### config.mk
export PLATFORM = sky130hd
export DESIGN_NAME = rolling_window_mean
export DESIGN_NICKNAME = d
export VERILOG_FILES = /design/src/hdl/rwm_pkg.sv /design/src/hdl/rolling_window_mean.sv /design/src/hdl/rwm_ram.sv /design/src/hdl/rwm_div.sv /design/src/hdl/rwm_dp.sv /design/src/hdl/rwm_ctrl.sv
export SDC_FILE = /design/constraint.sdc
export NUM_CORES = 1
export LEC_CHECK = 0
export BUFFER_PORTS_ARGS = -buffer_cell sky130_fd_sc_hd__buf_2
export CORE_ASPECT_RATIO = 0.8
export CORE_MARGIN = 2
export CORE_UTILIZATION = 63
export CTS_CLUSTER_DIAMETER = 50
export CTS_CLUSTER_SIZE = 30
export DETAILED_ROUTE_END_ITERATION = 7
export GPL_TIMING_DRIVEN = 0
export PLACE_DENSITY = 0.79
export SYNTH_ARGS = -nofsm -noshare
export SYNTH_HDL_FRONTEND = slang
export SYNTH_SLANG_ARGS = --single-unit
### constraint.sdc
create_clock -name i_clk -period 5.3 [get_ports i_clk]
set_input_delay 0.265 -clock i_clk [delete_from_list [all_inputs] [get_ports i_clk]]
set_output_delay 0.265 -clock i_clk [all_outputs]
set_load 0.01 [all_outputs]
### src/hdl/rwm_pkg.sv
// Package for the rolling window mean block: sizes, controller states and
// the command/status structs between controller and datapath.
// No dependencies.
`default_nettype none

package rwm_pkg;

    // Window and sample sizes
    localparam int MAX_WINDOW   = 64;
    localparam int SAMPLE_BITS  = 16;
    localparam int CFG_W        = 7;
    localparam int SLOT_W       = $clog2(MAX_WINDOW);
    localparam int CNT_W        = $clog2(MAX_WINDOW + 1);
    localparam int SUM_W        = SAMPLE_BITS + SLOT_W;
    localparam int DIV_CNT_W    = $clog2(SUM_W + 1);
    localparam int DATA_W       = ((SAMPLE_BITS + 7) / 8) * 8;

    // Window length after reset
    localparam logic [CFG_W-1:0] WINDOW_RESET = CFG_W'(64);

    // Controller states
    typedef enum logic [2:0] {
        ST_IDLE,
        ST_UPDATE,
        ST_START,
        ST_DIVIDE,
        ST_DONE
    } t_state;

    // Controller to datapath
    typedef struct packed {
        logic load_sample;
        logic update;
        logic div_start;
        logic out_load;
    } t_cmd;

    // Datapath to controller
    typedef struct packed {
        logic div_done;
        logic out_free;
    } t_status;

endpackage

`default_nettype wire

### src/hdl/rolling_window_mean.sv
// Simple moving average of signed samples over a configurable window.
//
// Input stream (i_s_*): one signed sample per request. Output stream
// (o_m_*): one result per sample, the mean of the held samples rounded
// toward zero, with a flag telling whether the window is full.
// Config channel (i_cfg_*): writes the window length (0 acts as 1, values
// above 64 act as 64) and empties the window. Write only while idle.
//
// Each sample passes these steps from acceptance to a valid result: the
// accepting edge reads the oldest sample from the ring RAM, then the
// running sum is updated, the divider is loaded and retires the quotient
// bits one at a time, the divider's done flag is registered and the result
// register is loaded. A new sample can be taken the cycle after the result
// load, so no sample is accepted while another is in process. If the
// receiver stalls, the result holds in the output register; the next
// sample is still accepted and processed, and waits before the result
// load until the register frees.
// Reset empties the window and sets the length to 64; ring contents are
// not cleared (only held samples are ever read), so no clearing pass runs.
// Depends on rwm_pkg, rwm_ctrl, rwm_dp.
`default_nettype none

module rolling_window_mean (
    input  wire logic                         i_clk,
    input  wire logic                         i_rst_n,
    // Sample stream in
    input  wire logic                         i_s_tvalid,
    output logic                              o_s_tready,
    input  wire logic [rwm_pkg::DATA_W-1:0]   i_s_tdata,   // [15:0] sample
    // Mean stream out
    output logic                              o_m_tvalid,
    input  wire logic                         i_m_tready,
    output logic      [rwm_pkg::DATA_W-1:0]   o_m_tdata,   // [15:0] mean
    output logic      [0:0]                   o_m_tuser,   // [0] window_full
    // Window length write channel
    input  wire logic                         i_cfg_valid,
    output logic                              o_cfg_ready,
    input  wire logic [rwm_pkg::CFG_W-1:0]    i_cfg_data
);
    import rwm_pkg::*;

    t_cmd                          w_cmd;
    t_status                       w_status;
    logic signed [SAMPLE_BITS-1:0] w_mean;
    logic                          w_window_full;

    // Config writes are always taken
    assign o_cfg_ready = 1'b1;

    rwm_ctrl u_ctrl (
        .i_clk      (i_clk),
        .i_rst_n    (i_rst_n),
        .i_in_valid (i_s_tvalid),
        .o_in_ready (o_s_tready),
        .i_status   (w_status),
        .o_cmd      (w_cmd)
    );

    rwm_dp u_dp (
        .i_clk         (i_clk),
        .i_rst_n       (i_rst_n),
        .i_cmd         (w_cmd),
        .o_status      (w_status),
        .i_cfg_we      (i_cfg_valid),
        .i_cfg_data    (i_cfg_data),
        .i_sample      (signed'(i_s_tdata[SAMPLE_BITS-1:0])),
        .i_out_ready   (i_m_tready),
        .o_out_valid   (o_m_tvalid),
        .o_mean        (w_mean),
        .o_window_full (w_window_full)
    );

    // Pack the result fields
    assign o_m_tdata = DATA_W'(unsigned'(w_mean));
    assign o_m_tuser = w_window_full;

`ifndef SYNTH
    // One sample at a time: ready is low right after an accepted sample
    a_one_in_flight: assert property (@(posedge i_clk) disable iff (!i_rst_n)
        (i_s_tvalid && o_s_tready) |=> !o_s_tready)
        else $error("sample accepted while another is in flight");

    // Never overwrite a result the receiver has not taken
    a_no_overwrite: assert property (@(posedge i_clk) disable iff (!i_rst_n)
        w_cmd.out_load |-> (!o_m_tvalid || i_m_tready))
        else $error("result register overwritten");

    // A result appears only after the controller loads one
    a_valid_from_load: assert property (@(posedge i_clk) disable iff (!i_rst_n)
        $rose(o_m_tvalid) |-> $past(w_cmd.out_load))
        else $error("output valid without a result load");
`endif

endmodule

`default_nettype wire

### src/hdl/rwm_ram.sv
// Generic single-port-write, single-port-read RAM with registered read data.
// No dependencies.
`default_nettype none

module rwm_ram #(
    parameter int WIDTH = 16,
    parameter int DEPTH = 64
) (
    input  wire logic                     i_clk,
    input  wire logic                     i_we,
    input  wire logic [$clog2(DEPTH)-1:0] i_waddr,
    input  wire logic [WIDTH-1:0]         i_wdata,
    input  wire logic [$clog2(DEPTH)-1:0] i_raddr,
    output logic      [WIDTH-1:0]         o_rdata
);

    logic [WIDTH-1:0] r_mem [DEPTH];

    // Write port and registered read port
    always_ff @(posedge i_clk) begin
        if (i_we) begin
            r_mem[i_waddr] <= i_wdata;
        end
        o_rdata <= r_mem[i_raddr];
    end

endmodule

`default_nettype wire

### src/hdl/rwm_div.sv
// Iterative signed-by-unsigned divider, one quotient bit per cycle,
// quotient rounded toward zero. Depends on rwm_pkg.
`default_nettype none

module rwm_div (
    input  wire logic                                i_clk,
    input  wire logic                                i_rst_n,
    input  wire logic                                i_start,
    input  wire logic signed [rwm_pkg::SUM_W-1:0]    i_dividend,
    input  wire logic        [rwm_pkg::CNT_W-1:0]    i_divisor,
    output logic                                     o_done,
    output logic signed      [rwm_pkg::SUM_W-1:0]    o_quotient
);
    import rwm_pkg::*;

    logic                 r_busy, n_busy;
    logic                 r_done, n_done;
    logic [DIV_CNT_W-1:0] r_cnt, n_cnt;
    logic [SUM_W-1:0]     r_work, n_work;
    logic [CNT_W-1:0]     r_rem, n_rem;
    logic [CNT_W-1:0]     r_div, n_div;
    logic                 r_neg, n_neg;
    logic [CNT_W:0]       w_shift;
    logic                 w_ge;

    // One restoring step: shift in the next dividend bit, try the subtract
    assign w_shift = {r_rem, r_work[SUM_W-1]};
    assign w_ge    = (w_shift >= {1'b0, r_div});

    always_comb begin
        n_busy = r_busy;
        n_done = 1'b0;
        n_cnt  = r_cnt;
        n_work = r_work;
        n_rem  = r_rem;
        n_div  = r_div;
        n_neg  = r_neg;
        if (i_start) begin
            n_busy = 1'b1;
            n_cnt  = DIV_CNT_W'(SUM_W);
            n_work = i_dividend[SUM_W-1] ? SUM_W'(-i_dividend) : SUM_W'(i_dividend);
            n_rem  = '0;
            n_div  = i_divisor;
            n_neg  = i_dividend[SUM_W-1];
        end else if (r_busy) begin
            n_work = {r_work[SUM_W-2:0], w_ge};
            n_rem  = w_ge ? CNT_W'(w_shift - {1'b0, r_div}) : CNT_W'(w_shift);
            n_cnt  = r_cnt - DIV_CNT_W'(1);
            if (r_cnt == DIV_CNT_W'(1)) begin
                n_busy = 1'b0;
                n_done = 1'b1;
            end
        end
    end

    // Control state
    always_ff @(posedge i_clk) begin
        if (!i_rst_n) begin
            r_busy <= 1'b0;
            r_done <= 1'b0;
            r_cnt  <= '0;
        end else begin
            r_busy <= n_busy;
            r_done <= n_done;
            r_cnt  <= n_cnt;
        end
    end

    // Operands and partial results
    always_ff @(posedge i_clk) begin
        r_work <= n_work;
        r_rem  <= n_rem;
        r_div  <= n_div;
        r_neg  <= n_neg;
    end

    // Apply the sign to the magnitude quotient
    assign o_done     = r_done;
    assign o_quotient = r_neg ? -signed'(r_work) : signed'(r_work);

endmodule

`default_nettype wire

### src/hdl/rwm_dp.sv
// Datapath of the rolling window mean: sample ring, running sum, fill count,
// divider and result register. Depends on rwm_pkg, rwm_ram and rwm_div.
`default_nettype none

module rwm_dp (
    input  wire logic                                   i_clk,
    input  wire logic                                   i_rst_n,
    input  wire rwm_pkg::t_cmd                          i_cmd,
    output rwm_pkg::t_status                            o_status,
    input  wire logic                                   i_cfg_we,
    input  wire logic        [rwm_pkg::CFG_W-1:0]       i_cfg_data,
    input  wire logic signed [rwm_pkg::SAMPLE_BITS-1:0] i_sample,
    input  wire logic                                   i_out_ready,
    output logic                                        o_out_valid,
    output logic signed      [rwm_pkg::SAMPLE_BITS-1:0] o_mean,
    output logic                                        o_window_full
);
    import rwm_pkg::*;

    logic [CFG_W-1:0]              r_window_length;
    logic [SLOT_W-1:0]             r_slot, n_slot;
    logic [CNT_W-1:0]              r_held, n_held;
    logic signed [SUM_W-1:0]       r_sum, n_sum;
    logic                          r_full, n_full;
    logic signed [SAMPLE_BITS-1:0] r_sample;
    logic                          r_out_valid;
    logic signed [SAMPLE_BITS-1:0] r_mean;
    logic                          r_out_full;

    logic [CNT_W-1:0]              w_len;
    logic                          w_at_len;
    logic [CNT_W:0]                w_back;
    logic [SLOT_W-1:0]             w_old_slot;
    logic [SAMPLE_BITS-1:0]        w_rdata;
    logic signed [SUM_W-1:0]       w_drop;
    logic                          w_div_done;
    logic signed [SUM_W-1:0]       w_quotient;

    // Clamp the window length to 1..MAX_WINDOW
    always_comb begin
        priority if (r_window_length == '0) begin
            w_len = CNT_W'(1);
        end else if (32'(r_window_length) > 32'(MAX_WINDOW)) begin
            w_len = CNT_W'(MAX_WINDOW);
        end else begin
            w_len = CNT_W'(r_window_length);
        end
    end

    assign w_at_len = (r_held >= w_len);

    // Oldest held slot sits window length slots behind the write slot
    always_comb begin
        w_back = (CNT_W+1)'(r_slot) + (CNT_W+1)'(MAX_WINDOW) - (CNT_W+1)'(w_len);
        if (w_back >= (CNT_W+1)'(MAX_WINDOW)) begin
            w_back = w_back - (CNT_W+1)'(MAX_WINDOW);
        end
        w_old_slot = SLOT_W'(w_back);
    end

    rwm_ram #(
        .WIDTH (SAMPLE_BITS),
        .DEPTH (MAX_WINDOW)
    ) u_ring (
        .i_clk   (i_clk),
        .i_we    (i_cmd.update),
        .i_waddr (r_slot),
        .i_wdata (r_sample),
        .i_raddr (w_old_slot),
        .o_rdata (w_rdata)
    );

    // Drop the oldest sample once the window is full, add the new one
    assign w_drop = w_at_len ? SUM_W'(signed'(w_rdata)) : '0;

    always_comb begin
        n_sum  = r_sum + SUM_W'(r_sample) - w_drop;
        n_held = w_at_len ? w_len : r_held + CNT_W'(1);
        n_full = (n_held == w_len);
        n_slot = (r_slot == SLOT_W'(MAX_WINDOW - 1)) ? '0 : r_slot + SLOT_W'(1);
    end

    // Window state and length register
    always_ff @(posedge i_clk) begin
        if (!i_rst_n) begin
            r_window_length <= WINDOW_RESET;
            r_slot          <= '0;
            r_held          <= '0;
            r_sum           <= '0;
        end else begin
            priority if (i_cfg_we) begin
                r_window_length <= i_cfg_data;
                r_slot          <= '0;
                r_held          <= '0;
                r_sum           <= '0;
            end else if (i_cmd.update) begin
                r_slot <= n_slot;
                r_held <= n_held;
                r_sum  <= n_sum;
            end
        end
    end

    // Hold the request payload and the full flag of the current item
    always_ff @(posedge i_clk) begin
        if (i_cmd.load_sample) begin
            r_sample <= i_sample;
        end
        if (i_cmd.update) begin
            r_full <= n_full;
        end
    end

    rwm_div u_div (
        .i_clk      (i_clk),
        .i_rst_n    (i_rst_n),
        .i_start    (i_cmd.div_start),
        .i_dividend (r_sum),
        .i_divisor  (r_held),
        .o_done     (w_div_done),
        .o_quotient (w_quotient)
    );

    // Result register: valid until the receiver takes it
    always_ff @(posedge i_clk) begin
        if (!i_rst_n) begin
            r_out_valid <= 1'b0;
        end else if (i_cmd.out_load) begin
            r_out_valid <= 1'b1;
        end else if (i_out_ready) begin
            r_out_valid <= 1'b0;
        end
    end

    always_ff @(posedge i_clk) begin
        if (i_cmd.out_load) begin
            r_mean     <= SAMPLE_BITS'(w_quotient);
            r_out_full <= r_full;
        end
    end

    assign o_status.div_done = w_div_done;
    assign o_status.out_free = !r_out_valid || i_out_ready;
    assign o_out_valid       = r_out_valid;
    assign o_mean            = r_mean;
    assign o_window_full     = r_out_full;

endmodule

`default_nettype wire

### src/hdl/rwm_ctrl.sv
// Controller of the rolling window mean: sequences accept, sum update,
// divide and result load. Depends on rwm_pkg.
`default_nettype none

module rwm_ctrl (
    input  wire logic             i_clk,
    input  wire logic             i_rst_n,
    input  wire logic             i_in_valid,
    output logic                  o_in_ready,
    input  wire rwm_pkg::t_status i_status,
    output rwm_pkg::t_cmd         o_cmd
);
    import rwm_pkg::*;

    t_state r_state, n_state;

    // Next state
    always_comb begin
        n_state = r_state;
        unique case (r_state)
            ST_IDLE: begin
                if (i_in_valid) begin
                    n_state = ST_UPDATE;
                end
            end
            ST_UPDATE: begin
                n_state = ST_START;
            end
            ST_START: begin
                n_state = ST_DIVIDE;
            end
            ST_DIVIDE: begin
                if (i_status.div_done) begin
                    n_state = ST_DONE;
                end
            end
            ST_DONE: begin
                if (i_status.out_free) begin
                    n_state = ST_IDLE;
                end
            end
            default: begin
                n_state = ST_IDLE;
            end
        endcase
    end

    // Commands
    always_comb begin
        o_cmd      = '0;
        o_in_ready = 1'b0;
        unique case (r_state)
            ST_IDLE: begin
                o_in_ready        = 1'b1;
                o_cmd.load_sample = i_in_valid;
            end
            ST_UPDATE: begin
                o_cmd.update = 1'b1;
            end
            ST_START: begin
                o_cmd.div_start = 1'b1;
            end
            ST_DIVIDE: begin
            end
            ST_DONE: begin
                o_cmd.out_load = i_status.out_free;
            end
            default: begin
            end
        endcase
    end

    always_ff @(posedge i_clk) begin
        if (!i_rst_n) begin
            r_state <= ST_IDLE;
        end else begin
            r_state <= n_state;
        end
    end

endmodule

`default_nettype wire
==> flow_metrics.env <==
export IMPL_layout_drive_gt1_share=0.252
export IMPL_yosysTopAreaCellShare=0.688
export IMPL_final_antenna_net_count=0
export IMPL_grt_pass1_wl_um=177000
export IMPL_wl_per_cell_um=31.9
export IMPL_hp_start="i_cfg_valid"
export IMPL_r2r_start="u_dp.r_window_length[1]"
export IMPL_avgSynthCellArea_um2=19.2
export IMPL_cts_root_buf="clkbuf_16"
export IMPL_drv_slew=0
export IMPL_wirelength_um=121000
export IMPL_synthCells=2468
export IMPL_failed_checks="negative setup slack"
export IMPL_netlist_area_um2=47500
export IMPL_cts_buffer_depth=3
export IMPL_power_density_nw_per_um2=379
export IMPL_grt_pass1_vias=25700
export IMPL_final_util=0.721
export IMPL_synth_fa_ha_area_frac=0.0223
export IMPL_clk_latency_ns=0.70
export IMPL_ioPinCount=48
export IMPL_hold_violations=0
export IMPL_hold_class="in2reg"
export IMPL_critPathMaxStageDelay_ns=0.91
export IMPL_maxCapViolCount=0
export IMPL_die_w_um=311
export IMPL_cts_setup_buffers=0
export IMPL_die_height_um=250
export IMPL_crit_chain="nor3_1 > a21oi_2 > nor2_4 > ha_1 > inv_1 > fa_1 > clkdlybuf4s15_1 > clkbuf_1 > mux4_2 > mux4_2 > mux2i_1 > mux2i_1"
export IMPL_cts_buffers=83
export IMPL_grt_usage=0.317
export IMPL_synth_top_family_by_area="multiplexers"
export IMPL_layout_common_cells="edfxtp_1, mux4_2, nand2_1"
export IMPL_via_per_inst=6.87
export IMPL_period_minus_slack_ns=5.44
export IMPL_synthMuxAreaShare=0.165
export IMPL_start_util=0.633
export IMPL_synth_area_leaders="edfxtp_1, mux4_2, dfxtp_1"
export IMPL_synth_nets=2567
export IMPL_fin_nets=2796
export IMPL_ys_ff_latch=1164
export IMPL_whs_path_depth=3
export IMPL_cts_tree="yes"
export IMPL_synth_flop_cell="edfxtp_1"
export IMPL_status="finished with violations"
export IMPL_core_um2=75000
export IMPL_std_cell_rows=90
export IMPL_max_freq_mhz=184
export IMPL_synthArstFlopShare=0
export IMPL_htreeDepth=3
export IMPL_crit_type="reg2reg"
export IMPL_arrival_ns=5.96
export IMPL_peakVddDrop_uv=409
export IMPL_vias=26000
export IMPL_setup_viol=11
export IMPL_synthSimpleGateAreaFrac=0.0369
export IMPL_synth_edf_count=1088
export IMPL_dr_pass1_iters=8
export IMPL_hold_ws_ns=0.177
export IMPL_drt_iter0_drc=4009
export IMPL_reg2reg_to="u_dp.u_ring.o_rdata[6]"
export IMPL_startpoint="u_dp.r_window_length[1]"
export IMPL_seq_area_frac_synth=0.720
export IMPL_antenna_found_initial=3
export IMPL_syn_to_final_growth_pct=13.8
export IMPL_dp_hpwl_um=78100
export IMPL_dieArea_um2=77600
export IMPL_cp_max_fo=10
export IMPL_synth_compound_area_frac=0.0248
export IMPL_cp_slowest_cell="clkdlybuf4s15_1"
export IMPL_clock_skew_ns=0.0556
export IMPL_fin_crit_sh=1.03
export IMPL_place_congestion=0.933
export IMPL_setup_tns_ns=-0.823
export IMPL_final_common_cell="edfxtp_1"
export IMPL_startpoint_type="register"
export IMPL_critPathCaptureType="register"
export IMPL_worstPathRequired_ns=5.82
export IMPL_critPathCapture="u_dp.u_ring.o_rdata[6]"
export IMPL_setup_ws_ns=-0.142
export IMPL_power_leakage_nw=17.5
export IMPL_rr_worst_depth=12
export IMPL_yosys_warnings=0
export IMPL_clk_pin_slew_worst_paths_ns=0.09
export IMPL_drc_errors=0
export IMPL_cts_sinks=1164
export IMPL_tightest_slew_ns=1.07
export IMPL_placedCellCount=3594
export IMPL_synthDistinctLibCells=62
export IMPL_slew_headroom=0.281
export IMPL_grt_max_degree=35
export IMPL_portBuffers=45
export IMPL_fin_cells=3780
export IMPL_synthXorXnorAreaFrac=0.0133
export IMPL_yosysTopAreaCell="edfxtp_1"
export IMPL_rrSetupSlack_ns=-0.14
export IMPL_total_power_mw=20.5
export IMPL_grt_ovfl_total=0
timing repair:
item | CTS | global route
hold buffers | 29 | 0
gates resized for setup | 6 | 53
hold endpoints to repair | 29 | 0
endpoints found under the setup margin | 13 | 26
Yosys cell counts (23+ instances only):
cell type / instances
mux2i_1: 60
nor2_1: 102
nand2_1: 105
nand3_1: 32
o21ai_0: 55
ha_1: 48
xnor2_1: 58
mux4_2: 320
a21oi_1: 55
edfxtp_1: 1088
dfxtp_1: 76
clkbuf_1: 89
fa_1: 23
inv_1: 103
layer usage:
layer	GRT usage	share of wire	up-vias
met5	0	0.00022	-
met4	0.126	0.046	4
met3	0.0677	0.11	311
met2	0.489	0.47	1925
met1	0.453	0.37	13400
li1	-	-	10400
report_power, final:
part	switching [mW]	total, mW	internal, mW	leakage, nW
sequential	0.154	10.4	10.2	10.4
clock	3.76	7.13	3.37	1.49
combinational	1.75	2.98	1.23	5.61
worst max-delay path: cells and delay by family (launching register included):
kind,cells,cell delay [ns]
and+or+nand+nor,2,0.60
AOI/OAI and AO/OA,1,0.16
DFF,1,0.34
adders and majority gates,2,0.83
muxes,4,1.67
buffers and inverters,3,1.68
final cells by class:
type | instances | area, um2
tap | 1012 | 1270
inverter | 106 | 398
fill | 4233 | 21000
multi-input combinational | 1080 | 12700
antenna | 1 | 2.50
buffer | 118 | 515
timing repair buffer | 144 | 1870
clock inverter | 68 | 986
clock buffer | 87 | 2130
sequential | 1164 | 34200
per-stage QoR:
stage | area (um2) | worst slack [ns]
4_1_cts | 53900 | 0.0536
2_1_floorplan | 47500 | 1.10
3_3_place_gp | 49000 | -0.119
5_1_grt | 54000 | -0.0745
6_report | 54000 | -0.142
3_5_place_dp | 50500 | -0.142
worst min-delay path by stage:
stage,to,slack [ns]
finish,u_dp.r_window_length[6],0.18
global route,u_dp.r_window_length[2],0.21
CTS,u_dp.r_window_length[6],0.15
detailed placement,u_dp.r_sample[7],0.44
global placement,u_dp.r_sample[8],0.44
floorplan,u_dp.r_sample[0],0.36
flip-flops by register name, indices dropped and copies added (netlist names):
register,count
u_dp.r_window_length,7
u_dp.o_window_full,1
u_dp.r_sum,22
u_dp.u_div.r_cnt,5
u_dp.r_full,1
u_dp.u_div.r_rem,7
u_dp.o_mean,16
u_dp.u_ring.r_mem,1024
u_dp.u_div.o_done,1
u_dp.u_div.r_neg,1
u_dp.r_held,7
u_dp.u_div.r_work,22
u_dp.r_slot,6
u_dp.u_div.r_busy,1
u_dp.r_sample,16
u_ctrl.r_state,3
u_dp.u_div.r_div,7
u_dp.u_ring.o_rdata,16
u_dp.o_out_valid,1
cell families after synthesis:
logic type               after synthesis
other                                  1
AND/OR/NAND/NOR                      366
flip-flops                          1164
AO/OA/AOI/OAI                        188
adder cells (fa/ha/maj)               71
multiplexers                         382
XOR/XNOR                              72
buffers and inverters                224
(Power assumes the default switching activity.)
